--- config.mk ---
export PLATFORM = sky130hd
export DESIGN_NAME = cyclic_frame_tx_scheduler
export DESIGN_NICKNAME = d
export VERILOG_FILES = /design/src/cfts_pkg.sv /design/src/cyclic_frame_tx_scheduler.sv /design/src/cfts_ctrl.sv /design/src/cfts_datapath.sv
export SDC_FILE = /design/constraint.sdc
export NUM_CORES = 1
export LEC_CHECK = 0
export BUFFER_PORTS_ARGS = -buffer_cell sky130_fd_sc_hd__buf_2
export CELL_PAD_IN_SITES_DETAIL_PLACEMENT = 1
export CELL_PAD_IN_SITES_GLOBAL_PLACEMENT = 1
export CORE_UTILIZATION = 52
export CTS_BUF_LIST = sky130_fd_sc_hd__clkbuf_2
export CTS_CLUSTER_SIZE = 12
export DETAILED_ROUTE_END_ITERATION = 8
export GPL_TIMING_DRIVEN = 0
export PLACE_DENSITY = 0.87
export RECOVER_POWER = 100
export SLEW_MARGIN = 20
export SYNTH_ARGS = -nofsm -noshare
export SYNTH_HDL_FRONTEND = slang
export SYNTH_HIERARCHICAL = 1
export SYNTH_SLANG_ARGS = --single-unit
--- constraint.sdc ---
create_clock -name clk -period 8.75 [get_ports clk]
set_input_delay 1.75 -clock clk [delete_from_list [all_inputs] [get_ports clk]]
set_output_delay 1.75 -clock clk [all_outputs]
set_load 0.005 [all_outputs]
--- src/cfts_pkg.sv ---
package cfts_pkg;

	// fixed field widths
	localparam int unsigned PAYLOAD_W  = 64;
	localparam int unsigned ID_W       = 29;
	localparam int unsigned INTERVAL_W = 16;
	localparam int unsigned ENTRY_W    = 2;

	// input command codes
	localparam logic CMD_MERGE = 1'b0;
	localparam logic CMD_TICK  = 1'b1;

	// frame kind codes
	localparam logic KIND_ONCE   = 1'b0;
	localparam logic KIND_CYCLIC = 1'b1;

	typedef enum logic {
		ST_IDLE,
		ST_WALK
	} state_t;

	// controller to datapath
	typedef struct packed {
		logic merge;
		logic snap;
		logic walk;
	} cmd_t;

	// datapath to controller
	typedef struct packed {
		logic walk_end;
	} status_t;

endpackage

--- src/cyclic_frame_tx_scheduler.sv ---
// Cyclic frame transmit scheduler.
// Input channel: an item is taken at a clock edge with start high and busy low.
// command selects a merge request (fields written into entry_index of the
// table if in range and not all zero) or a one millisecond tick.
// A merge request completes at the accepting edge; busy stays low, so
// another item may follow in the next cycle. It never produces results.
// A tick raises busy for the whole walk: the controller walks one slot
// per cycle, first every entry's one-shot slot, then every entry's cyclic
// slot, 2*ENTRY_COUNT slots in all.
// Result channel: each due frame is shown for one cycle with strobe high,
// in the cycle after its slot, in slot order; last_frame marks the final frame
// of the tick. A tick with nothing due gives no strobe.
// The receiver cannot stall: results are not held or repeated.
// Reset clears every entry (payload, id, interval, flags, countdown) to zero
// and leaves the block idle.
module cyclic_frame_tx_scheduler #(
	parameter int unsigned ENTRY_COUNT = 4
) (
	input  logic                                 clk,
	input  logic                                 arst_n,
	input  logic                                 start,
	output logic                                 busy,
	input  logic                                 command,
	input  logic [cfts_pkg::ENTRY_W-1:0]         entry_index,
	input  logic [cfts_pkg::PAYLOAD_W-1:0]       payload,
	input  logic [cfts_pkg::ID_W-1:0]            frame_id,
	input  logic [cfts_pkg::INTERVAL_W-1:0]      interval,
	input  logic                                 cyclic_enable,
	input  logic                                 one_shot,
	output logic                                 strobe,
	output logic [cfts_pkg::ENTRY_W-1:0]         source_entry,
	output logic [cfts_pkg::ID_W-1:0]            out_id,
	output logic [cfts_pkg::PAYLOAD_W-1:0]       out_payload,
	output logic                                 send_kind,
	output logic                                 last_frame
);
	import cfts_pkg::*;

	cmd_t    cmd;
	status_t stat;

	// sequencing
	cfts_ctrl u_ctrl (
		.clk     (clk),
		.arst_n  (arst_n),
		.start   (start),
		.command (command),
		.stat    (stat),
		.cmd     (cmd),
		.busy    (busy)
	);

	// table and result path
	cfts_datapath #(
		.ENTRY_COUNT (ENTRY_COUNT)
	) u_datapath (
		.clk           (clk),
		.arst_n        (arst_n),
		.cmd           (cmd),
		.stat          (stat),
		.entry_index   (entry_index),
		.payload       (payload),
		.frame_id      (frame_id),
		.interval      (interval),
		.cyclic_enable (cyclic_enable),
		.one_shot      (one_shot),
		.strobe        (strobe),
		.source_entry  (source_entry),
		.out_id        (out_id),
		.out_payload   (out_payload),
		.send_kind     (send_kind),
		.last_frame    (last_frame)
	);

endmodule

--- src/cfts_ctrl.sv ---
module cfts_ctrl (
	input  logic             clk,
	input  logic             arst_n,
	input  logic             start,
	input  logic             command,
	input  cfts_pkg::status_t stat,
	output cfts_pkg::cmd_t   cmd,
	output logic             busy
);
	import cfts_pkg::*;

	state_t state_q;
	state_t state_next;

	// state register
	always_ff @(posedge clk or negedge arst_n) begin
		if (!arst_n) begin
			state_q <= ST_IDLE;
		end else begin
			state_q <= state_next;
		end
	end

	// next state and commands
	always_comb begin
		state_next = state_q;
		cmd        = '0;
		busy       = (state_q == ST_WALK);
		case (state_q)
			ST_IDLE: begin
				if (start) begin
					if (command == CMD_TICK) begin
						cmd.snap   = 1'b1;
						state_next = ST_WALK;
					end else begin
						cmd.merge = 1'b1;
					end
				end
			end
			ST_WALK: begin
				cmd.walk = 1'b1;
				if (stat.walk_end) begin
					state_next = ST_IDLE;
				end
			end
			default: begin
				state_next = ST_IDLE;
			end
		endcase
	end

endmodule

--- src/cfts_datapath.sv ---
module cfts_datapath #(
	parameter int unsigned ENTRY_COUNT = 4
) (
	input  logic                                 clk,
	input  logic                                 arst_n,
	input  cfts_pkg::cmd_t                       cmd,
	output cfts_pkg::status_t                    stat,
	input  logic [cfts_pkg::ENTRY_W-1:0]         entry_index,
	input  logic [cfts_pkg::PAYLOAD_W-1:0]       payload,
	input  logic [cfts_pkg::ID_W-1:0]            frame_id,
	input  logic [cfts_pkg::INTERVAL_W-1:0]      interval,
	input  logic                                 cyclic_enable,
	input  logic                                 one_shot,
	output logic                                 strobe,
	output logic [cfts_pkg::ENTRY_W-1:0]         source_entry,
	output logic [cfts_pkg::ID_W-1:0]            out_id,
	output logic [cfts_pkg::PAYLOAD_W-1:0]       out_payload,
	output logic                                 send_kind,
	output logic                                 last_frame
);
	import cfts_pkg::*;

	localparam int unsigned IDX_W    = (ENTRY_COUNT > 1) ? $clog2(ENTRY_COUNT) : 1;
	localparam int unsigned SLOTS    = 2 * ENTRY_COUNT;
	localparam int unsigned POS_W    = $clog2(SLOTS);
	localparam logic [POS_W-1:0] LAST_POS = POS_W'(SLOTS - 1);
	localparam logic [POS_W-1:0] POS_CYC  = POS_W'(ENTRY_COUNT);

	// entry table
	logic [PAYLOAD_W-1:0]  payload_q   [ENTRY_COUNT];
	logic [ID_W-1:0]       id_q        [ENTRY_COUNT];
	logic [INTERVAL_W-1:0] interval_q  [ENTRY_COUNT];
	logic [INTERVAL_W-1:0] countdown_q [ENTRY_COUNT];
	logic [ENTRY_COUNT-1:0] cyclic_q;
	logic [ENTRY_COUNT-1:0] pending_q;
	logic [ENTRY_COUNT-1:0] armed_q;

	// frames due on the current tick: one-shot slots low, cyclic slots high
	logic [SLOTS-1:0] due_q;
	logic [POS_W-1:0] pos_q;

	logic [ENTRY_COUNT-1:0] enabled;
	logic [ENTRY_COUNT-1:0] fire;
	logic                   req_nonzero;
	logic                   req_in_range;
	logic [IDX_W-1:0]       wr_idx;
	logic                   slot_kind;
	logic [POS_W-1:0]       slot_ent_pos;
	logic [IDX_W-1:0]       rd_idx;
	logic [SLOTS-1:0]       later_due;
	logic                   strobe_q;
	logic [ENTRY_W-1:0]     src_q;
	logic [ID_W-1:0]        id_out_q;
	logic [PAYLOAD_W-1:0]   payload_out_q;
	logic                   kind_q;
	logic                   last_q;

	// per entry cyclic decision
	always_comb begin
		for (int i = 0; i < ENTRY_COUNT; i++) begin
			enabled[i] = cyclic_q[i] && (interval_q[i] != '0);
			fire[i]    = enabled[i] && (!armed_q[i] || (countdown_q[i] <= INTERVAL_W'(1)));
		end
	end

	// request decode
	assign req_nonzero  = (payload != '0) || (frame_id != '0) || (interval != '0)
		|| cyclic_enable || one_shot;
	assign req_in_range = 32'(entry_index) < 32'(ENTRY_COUNT);
	assign wr_idx       = IDX_W'(entry_index);

	// walk slot decode
	assign slot_kind    = (pos_q >= POS_CYC);
	assign slot_ent_pos = slot_kind ? (pos_q - POS_CYC) : pos_q;
	assign rd_idx       = IDX_W'(slot_ent_pos);
	assign later_due    = (due_q >> pos_q) >> 1;
	assign stat.walk_end = (pos_q == LAST_POS);

	// table, merge and tick snapshot
	always_ff @(posedge clk or negedge arst_n) begin
		if (!arst_n) begin
			for (int i = 0; i < ENTRY_COUNT; i++) begin
				payload_q[i]   <= '0;
				id_q[i]        <= '0;
				interval_q[i]  <= '0;
				countdown_q[i] <= '0;
			end
			cyclic_q  <= '0;
			pending_q <= '0;
			armed_q   <= '0;
			due_q     <= '0;
			pos_q     <= '0;
		end else begin
			if (cmd.merge && req_nonzero && req_in_range) begin
				payload_q[wr_idx]  <= payload;
				if (frame_id != '0) begin
					id_q[wr_idx] <= frame_id;
				end
				cyclic_q[wr_idx]   <= cyclic_enable;
				interval_q[wr_idx] <= interval;
				pending_q[wr_idx]  <= pending_q[wr_idx] | one_shot;
			end
			if (cmd.snap) begin
				due_q     <= {fire, pending_q};
				pending_q <= '0;
				pos_q     <= '0;
				for (int i = 0; i < ENTRY_COUNT; i++) begin
					if (!enabled[i]) begin
						armed_q[i]     <= 1'b0;
						countdown_q[i] <= '0;
					end else if (fire[i]) begin
						armed_q[i]     <= 1'b1;
						countdown_q[i] <= interval_q[i];
					end else begin
						countdown_q[i] <= countdown_q[i] - INTERVAL_W'(1);
					end
				end
			end
			if (cmd.walk && !stat.walk_end) begin
				pos_q <= pos_q + POS_W'(1);
			end
		end
	end

	// result strobe
	always_ff @(posedge clk or negedge arst_n) begin
		if (!arst_n) begin
			strobe_q <= 1'b0;
		end else begin
			strobe_q <= cmd.walk && due_q[pos_q];
		end
	end

	// result fields
	always_ff @(posedge clk) begin
		if (cmd.walk && due_q[pos_q]) begin
			src_q         <= ENTRY_W'(rd_idx);
			id_out_q      <= id_q[rd_idx];
			payload_out_q <= payload_q[rd_idx];
			kind_q        <= slot_kind ? KIND_CYCLIC : KIND_ONCE;
			last_q        <= (later_due == '0);
		end
	end

	assign strobe       = strobe_q;
	assign source_entry = src_q;
	assign out_id       = id_out_q;
	assign out_payload  = payload_out_q;
	assign send_kind    = kind_q;
	assign last_frame   = last_q;

endmodule

==> results.cfg, run 1 <==
[die]
start_util = 0.529
io_pins = 216
fp.dieW_um = 231
rows = 83
coreArea_um2 = 51500
die_h_um = 231
die-area_um2 = 53300

[synth]
synthTopCellsByArea = dfrtp_1 48%, mux2_2 13%, edfxtp_1 11%
synth-async-reset-ratio = 0.844
synth_edf_count = 97
synth_warnings = 6
synth-seq-cells = 622
yosysSeqAreaShare = 0.590
synth.distinct_cells = 76
synth_nets = 1926
synth_cells = 1798
syn_avg_cell_area_um2 = 15.1
synth_largest_area_cell = dfrtp_1
syn_area_um2 = 27200
ys.flop_type = dfrtp_1
synth_top_area_frac = 0.483

[worst_setup_path]
arrival_ns = 6.94
worst-path-max-fanout = 16
endpoint_kind = register
critPathKind = register to register
required_ns = 9.70
cp-start-kind = register

[placed_design]
gp_congestion = 0.914
port-buffer-count = 215
place.detailed.hpwl_mm = 54.1
dp_cells = 2704
postPlaceCellArea_um2 = 29500
preCtsSetupSlack_ns = 3.79

[global_route]
grt_pass1_vias = 20500
grt_max_degree = 106
grt_pass1_wl_mm = 125
overflow = 0
grt_antenna_before_repair = 12
grt_usage = 0.313

[clocking]
cts_setup_buffers = 0
cts_hold_buffers = 0
clkTransAtPathRegs_ns = 0.12
numCtsBuffers = 160
clockBufferDepth = 3
htree_levels = 4
cts_resized = 0
clk_latency_ns = 1.35
clock-root-buffer = clkbuf_2
cts_tree = yes
cts_num_sinks = 622

[power_and_ir_drop]
ir_drop_mv = 0.207
power.leakage_nw = 13.5
switchingPower_mw = 4.20
p_total_mw = 11.5
cellPowerDensity_nw_per_um2 = 375
p_comb_frac = 0.349
internal-power_mw = 7.30
p_sw_frac = 0.365
seq_power_share = 0.467
p_clk_frac = 0.184

[drt]
route.final.wire_length_mm = 79.9
vias_per_cell = 6.03
vias = 18100
wl_per_cell_um = 26.6
ant_nets = 0
drtPass1Iterations = 7
initialDrtViolationCount = 1288
drc = 0

[timing]
setup-violations-final = 0
clock.fmax_mhz = 167
grt_setup_unrepaired = no
clock_skew_ns = 0.0894
relSlewSlack = -1.21
timing.final.ws_setup_ns = 2.76
slew_viol_final = 65
hold_violations = 0
layout_min_cycle_time_ns = 5.99
worst_pin_slew_ns = 3.32
final.setup.tns_ns = 0
finalCritPeriodShare = 0.685

[finish]
final_common_cell = dfrtp_1
fin_cells = 3003
final_cell_mix = 525 x dfrtp_1, 305 x mux2_2, 257 x clkbuf_2
drive_gt1_frac = 0.367
nFillCells = 5097
syn_to_final_growth_pct = 12.5
multi_input_area_um2 = 10400
final_nets = 2314
seq_area_um2 = 16100
final_area_um2 = 30600

[flow_run]
maxCapViolations = 2

[hold_path]
hold_class = register to register

[outcome]
status = complete, but fails checks
violations = max-capacitance violations, max-slew violations
[path summary, 6_finish.rpt]
kind,from,cells after the start,slack [ns],end
setup / recovery,u_datapath/pos_q[0]$_DFFE_PN0P_,8,2.76,u_datapath/out_payload[49]$_DFFE_PP_
hold / removal,u_datapath/payload_q[109]$_DFFE_PN0P_,1,0.49,u_datapath/payload_q[109]$_DFFE_PN0P_
setup reg to reg,u_datapath/pos_q[0]$_DFFE_PN0P_,8,2.76,u_datapath/out_payload[49]$_DFFE_PP_
hold reg to reg,u_datapath/payload_q[109]$_DFFE_PN0P_,1,0.49,u_datapath/payload_q[109]$_DFFE_PN0P_
max in group asynchronous,arst_n,3,5.12,u_datapath/payload_q[108]$_DFFE_PN0P_
min in group asynchronous,arst_n,1,1.53,u_datapath/countdown_q[25]$_DFFE_PN0P_
[power by group through the flow]
stage / registers (mW) / logic, mW / clock network [mW]
2_1_floorplan: 5.05 / 2.83 / 0
3_3_place_gp: 5.26 / 3.72 / 0
3_5_place_dp: 5.35 / 4.09 / 0
4_1_cts: 5.33 / 4.14 / 2.17
5_1_grt: 5.50 / 4.31 / 2.32
6_report: 5.37 / 4.01 / 2.11
[cell usage after synthesis, drive strengths merged, types with 5 or more instances]
cell     instances
a211oi           5
a21oi           10
a22oi            5
a2bb2oi          6
a31oi            5
buf             58
clkbuf          44
dfrtp          525
edfxtp          97
ha              11
inv             44
mux2           445
mux2i           46
mux4            96
nand2           38
nand3           25
nand4           15
nor2            44
nor3            28
nor4            61
o211ai           7
o21ai           45
o221ai          13
o22ai           10
o2bb2ai         26
o31ai            8
or3              6
or4              7
[state kept, by name, indices dropped and copies added, names as in the netlist]
register,flops
u_datapath/payload_q,256
u_datapath/id_q,116
u_datapath/countdown_q,64
u_datapath/interval_q,64
u_datapath/out_payload,64
u_datapath/out_id,29
u_datapath/due_q,8
u_datapath/armed_q,4
u_datapath/cyclic_q,4
u_datapath/pending_q,4
u_datapath/pos_q,3
u_datapath/source_entry,2
u_ctrl/busy,1
u_datapath/last_frame,1
u_datapath/send_kind,1
u_datapath/strobe,1
[cells by family after synthesis]
family | Yosys count | share of synthesized area
AOI/OAI and AO/OA | 178 | 0.0476
muxes | 587 | 0.280
buffers and inverters | 147 | 0.0271
adders and majority gates | 11 | 0.00506
xor gates and xnor gates | 1 | 0.000322
and+or+nand+nor | 252 | 0.0501
DFF | 622 | 0.590
[per-layer routing]
| layer | GRT usage | part of all wire | vias to the layer above |
|---|---|---|---|
| met3 | 0.0858 | 0.061 | 163 |
| met4 | 0.130 | 0.033 | 10 |
| met1 | 0.388 | 0.40 | 9581 |
| li1 | - | - | 7751 |
| met2 | 0.519 | 0.51 | 610 |
| met5 | 0 | 0.00084 | - |
[worst max-delay path: stages, from the launching register on]
cell,delay [ns]
dfrtp_1,0.41
clkbuf_1,0.79
clkbuf_1,0.78
mux4_2,0.35
mux2i_1,0.08
nor2b_1,0.73
clkbuf_1,0.60
clkbuf_1,0.91
clkbuf_1,0.90
[through the flow]
| stage | util | hold WS, ns |
|---|---|---|
| after floorplan | - | 0.448 |
| after global placement | 0.566 | 0.461 |
| after detailed placement | 0.572 | 0.471 |
| after CTS | 0.602 | 0.205 |
| after global routing | 0.595 | 0.515 |
| final | 0.595 | 0.492 |
[final cells by class]
class,instances,area share
plain buffers,102,0.0135
repair buffers,226,0.0384
flip-flops and latches,622,0.524
clock buffers,256,0.0418
multi-input cells,1029,0.340
well taps,680,0.0278
inverters,45,0.00551
diodes,9,0.000735
clock inverters,34,0.00788
No activity file was read; power rests on OpenSTA's default activity.
==> run 2: changes to the inputs <==
Settings changed: CORE_UTILIZATION 52 to 47, PLACE_DENSITY 0.87 to 0.83.
Clock period 8.75 ns to 4.9 ns, I/O delays scaled along.
==> run 2 against run 1 <==
  * The run still ends with max-capacitance violations, max-slew violations left
  * Cell count grew 6.1%
  * Setup slack worse by 2.0 ns
  * Critical path depth fell by 1
  * Die area up 11%
  * Via count rose by 2.8%
  * Sequential power up 79%
  * Global-route usage decreased by 1.9 points
  * Combinational power rose by 82%
  * Sequential share of layout area shrank 1.8 points
  * Utilization is 3.6 points lower
  * Total power increased by 80%
  * Clock power is 78% higher
==> results.cfg, run 2 (synthesized netlist as in run 1, its figures left out) <==
[outcome]
status = complete, but fails checks
violations = max-capacitance violations, max-slew violations

[clocking]
clk_latency_ns = 1.48
clkTransAtPathRegs_ns = 0.11
htree_levels = 4
cts_tree = yes
clock-root-buffer = clkbuf_2
numCtsBuffers = 159
cts_num_sinks = 622
clockBufferDepth = 3

[finish]
fin_cells = 3185
nFillCells = 5723
multi_input_area_um2 = 10400
regMostFlops = u_datapath/payload_q
largest_register_ffs = 256
utilization = 0.558
drive_gt1_frac = 0.335
final_cell_mix = 525 x dfrtp_1, 301 x mux2_2, 236 x clkbuf_2
syn_to_final_growth_pct = 16.5
final_common_cell = dfrtp_1
seq_area_um2 = 16100
final_nets = 2425
reg_top3 = u_datapath/payload_q x256, u_datapath/id_q x116

[worst_setup_path]
crit_family = buffers and inverters
critPathLaunch = u_datapath/pos_q[0]$_DFFE_PN0P_
cp_cell_sequence = clkbuf_1 -> clkbuf_1 -> mux4_2 -> mux2i_1 -> nor2b_4 -> buf_12 -> clkbuf_2
critical_path_depth = 7
r2r-end = u_datapath/out_payload[37]$_DFFE_PP_
required_ns = 5.89
critPathKind = register to register
ff2ff_path_depth = 7
crit_top_cell = clkbuf_1
path_buf_inv = 4
crit-reg2reg-launch = u_datapath/pos_q[0]$_DFFE_PN0P_
crit_slowest_cell = clkbuf_1
endpoint_kind = register
critPathMaxStageDelay_ns = 0.78
worst-path-max-fanout = 23
cp-start-kind = register
r2r_setup_slack_ns = 0.72
arrival_ns = 5.17

[flow_run]
maxCapViolations = 4

[hold_path]
hold_class = input pin to async pin

[global_route]
grt_antenna_before_repair = 5
grt_pass1_wl_mm = 131
grt_max_degree = 102
grt_pass1_vias = 21200
grt_usage = 0.294
overflow = 0

[timing]
slew_viol_final = 274
grt_setup_unrepaired = no
clock_skew_ns = 0.161
layout_min_cycle_time_ns = 4.18
worst_pin_slew_ns = 2.59
setup-violations-final = 0
finalCritPeriodShare = 0.853
timing.final.ws_setup_ns = 0.722
relSlewSlack = -0.726
clock.fmax_mhz = 239
hold_violations = 0

[die]
io_pins = 216
coreArea_um2 = 56800
die-area_um2 = 58900
rows = 87
die_h_um = 243
fp.dieW_um = 243
start_util = 0.479

[power_and_ir_drop]
seq_power_share = 0.465
ir_drop_mv = 0.343
p_clk_frac = 0.182
cellPowerDensity_nw_per_um2 = 651
power.leakage_nw = 13.8
switchingPower_mw = 7.73
p_comb_frac = 0.353
p_sw_frac = 0.375
internal-power_mw = 12.9

[placed_design]
gp_congestion = 0.848
port-buffer-count = 215
place.detailed.hpwl_mm = 53.1
preCtsSetupSlack_ns = 0.397
dp_cells = 2778

[drt]
vias_per_cell = 5.85
vias = 18600
ant_nets = 0
route.final.wire_length_mm = 84.4
initialDrtViolationCount = 1113
drc = 0
drtPass1Iterations = 5
wl_per_cell_um = 26.5
[run 2: cell types whose count changed in the layout (fill, tap and decap cells not counted), moves of 3 or more]
cell and delta:
clkbuf_1 +10, clkinvlp_4 +4, mux2_1 +4, buf_2 -17, mux2_2 -4, clkbuf_2 -21, diode_2 -5, clkinv_1 +21
dlygate4sd3_1 +113, buf_16 -4, inv_6 +3
[run 2: repair_timing]
item	in CTS	in global routing
hold endpoints to repair	530	0
setup endpoints to repair	0	0
hold buffers	113	0
gates resized for setup	0	0
setup buffers	0	0
[run 2: worst reg2reg max path: cells and delay by family, from the launching register on]
| kind | cells | cell delay (ns) |
|---|---|---|
| buf+inv | 4 | 2.31 |
| flops | 1 | 0.39 |
| mux | 2 | 0.48 |
| simple gates | 1 | 0.64 |
[run 2: routing by layer]
metal  track usage  wire length, um  up-vias
li1              -                -     7977
met1         0.360            34000     9914
met2         0.492            42700      562
met3        0.0729             4720      174
met4         0.132             2990        0
met5             0                0        -
[run 2: area by class of cell]
type / instances / share of cell area
Sequential cell: 622 / 0.506
Antenna cell: 4 / 0.000315
Timing Repair Buffer: 338 / 0.0705
Tap cell: 756 / 0.0298
Buffer: 102 / 0.0130
Multi-Input combinational cell: 1029 / 0.329
Clock buffer: 231 / 0.0364
Inverter: 45 / 0.00532
Clock inverter: 58 / 0.0100
[run 2: how the worst max path moves through the flow]
stage                                             to
2_1_floorplan        u_datapath/last_frame$_DFFE_PP_
3_3_place_gp         u_datapath/id_q[17]$_DFFE_PN0P_
3_5_place_dp   u_datapath/interval_q[14]$_DFFE_PN0P_
4_1_cts         u_datapath/out_payload[37]$_DFFE_PP_
5_1_grt         u_datapath/out_payload[40]$_DFFE_PP_
6_report        u_datapath/out_payload[37]$_DFFE_PP_
[run 2: power groups by stage]
stage | logic (mW) | clock network [mW] | registers (mW)
after floorplan | 5.05 | 0 | 8.99
after global placement | 6.72 | 0 | 9.33
after detailed placement | 7.21 | 0 | 9.52
after CTS | 7.32 | 3.78 | 9.43
after global routing | 7.85 | 4.10 | 9.84
final | 7.28 | 3.76 | 9.61
[run 2: stage by stage]
step | total power [mW] | area (um2) | TNS, ns | hold WS (ns)
global placement | 16.0 | 29300 | -4135.73 | 0.461
CTS | 20.5 | 32100 | 0 | 0.0253
global route | 21.8 | 31700 | 0 | 0.0996
floorplan | 14.0 | 27200 | 0 | 0.448
finish | 20.6 | 31700 | 0 | 0.175
detailed placement | 16.7 | 29500 | 0 | 0.470
==> run 3: changes to the inputs <==
Settings changed: REMOVE_ABC_BUFFERS set to 1.
==> run 3 against run 2 <==
  * Routed wire length shrank 6.1%
  * Maximum frequency grew 5.2%
  * Setup slack gained 0.21 ns
  * Combinational power shrank 2%
  * The flow still finishes with violations (max-capacitance violations, max-slew violations)
  * Cell count shrank 1.6%
  * Sequential share of layout area shrank 0.50 points
  * Largest power group unchanged
  * Register-to-register slack gained 0.21 ns
  * Clock-buffer cell count grew 17
  * Highest routed layer is now met5
==> results.cfg, run 3 (synthesized netlist as in run 1, its figures left out) <==
[outcome]
status = complete, but fails checks
violations = max-capacitance violations, max-slew violations

[drt]
ant_nets = 0
drc = 0
initialDrtViolationCount = 995
route.final.wire_length_mm = 79.3
vias_per_cell = 5.81
drtPass1Iterations = 5
wl_per_cell_um = 25.3
vias = 18200

[hold_path]
holdPathStages = 3
hold_class = input pin to register

[worst_setup_path]
cp_cell_sequence = nor3b_1 -> nand2b_1 -> nor2_1 -> a21boi_0 -> buf_16 -> buf_16 -> buf_16 -> mux2_2
crit_top_cell = buf_16
arrival_ns = 5.17
ff2ff_path_depth = 8
endpoint_kind = register
critPathKind = register to register
cp-start-kind = register
crit_family = compound AO/OA/AOI/OAI gates
path_buf_inv = 3
required_ns = 6.10
r2r_setup_slack_ns = 0.93
critical_path_depth = 8
critPathMaxStageDelay_ns = 1.28
crit_slowest_cell = a21boi_0
worst-path-max-fanout = 20

[global_route]
grt_antenna_before_repair = 8
grt_max_degree = 107
overflow = 0
grt_pass1_vias = 20900
grt_usage = 0.278
grt_pass1_wl_mm = 125

[timing]
final.setup.tns_ns = 0
grt_setup_unrepaired = no
relSlewSlack = -0.304
layout_min_cycle_time_ns = 3.97
clock.fmax_mhz = 252
clock_skew_ns = 0.133
setup-violations-final = 0
holdWs_ns = 0.261
finalCritPeriodShare = 0.810
worst_pin_slew_ns = 1.94
slew_viol_final = 134
timing.final.ws_setup_ns = 0.930
hold_violations = 0

[clocking]
clkTransAtPathRegs_ns = 0.10
clockBufferDepth = 3
clk_latency_ns = 1.41
cts_num_sinks = 622
numCtsBuffers = 163
cts_hold_buffers = 116
htree_levels = 4
clock-root-buffer = clkbuf_2
cts_resized = 0
cts_tree = yes
cts_setup_buffers = 0

[die]
coreArea_um2 = 56800
io_pins = 216
start_util = 0.479
die-area_um2 = 58900
die_h_um = 243
rows = 87
fp.dieW_um = 243

[finish]
final_area_um2 = 32000
syn_to_final_growth_pct = 17.7
fin_cells = 3134
drive_gt1_frac = 0.362
reg_top3 = u_datapath/payload_q x256, u_datapath/id_q x116
regMostFlops = u_datapath/payload_q
final_nets = 2368
utilization = 0.564
largest_register_ffs = 256
final_common_cell = dfrtp_1
final_cell_mix = 525 x dfrtp_1, 309 x mux2_2, 249 x clkbuf_2

[placed_design]
place.detailed.hpwl_mm = 48.0
postPlaceCellArea_um2 = 29800
gp_congestion = 0.821
port-buffer-count = 215
preCtsSetupSlack_ns = 0.153
dp_cells = 2715

[power_and_ir_drop]
p_total_mw = 20.6
power.leakage_nw = 14.0
cellPowerDensity_nw_per_um2 = 643
ir_drop_mv = 0.364

[flow_run]
maxCapViolations = 6
==> run 3: final cells by class <==
cell class / instances / area [um2]
Timing Repair Buffer: 379 / 2910
Sequential cell: 622 / 16100
Inverter: 45 / 170
Fill cell: 5633 / 24800
Antenna cell: 9 / 22.5
Clock inverter: 46 / 255
Clock buffer: 248 / 1240
Multi-Input combinational cell: 1029 / 10500
Tap cell: 756 / 946
==> run 3: final timing paths <==
check | startpoint | to
min | one_shot | u_datapath/pending_q[1]$_DFFE_PN0P_
max in group asynchronous | arst_n | u_datapath/payload_q[112]$_DFFE_PN0P_
max | u_ctrl/busy$_DFF_PN0_ | u_datapath/payload_q[245]$_DFFE_PN0P_
max reg2reg | u_ctrl/busy$_DFF_PN0_ | u_datapath/payload_q[245]$_DFFE_PN0P_
min in group asynchronous | arst_n | u_datapath/countdown_q[18]$_DFFE_PN0P_
min reg2reg | u_datapath/payload_q[137]$_DFFE_PN0P_ | u_datapath/payload_q[137]$_DFFE_PN0P_
==> run 3: layer usage <==
layer | share of wire | global-route usage | wire length, um
met5 | 0.00028 | 0 | 22
met3 | 0.057 | 0.0648 | 4550
met1 | 0.39 | 0.339 | 31200
met4 | 0.033 | 0.116 | 2580
met2 | 0.52 | 0.473 | 41000
==> run 3: report_power, final <==
group | total, mW | internal [mW] | switching [mW]
clock network | 3.76 | 1.42 | 2.34
logic | 7.16 | 3.69 | 3.47
registers | 9.68 | 7.95 | 1.74
==> run 3: worst min-delay path, stage by stage <==
cell     delay [ns]
buf_2          0.17
o21ai_0        0.22
mux2i_1        0.18
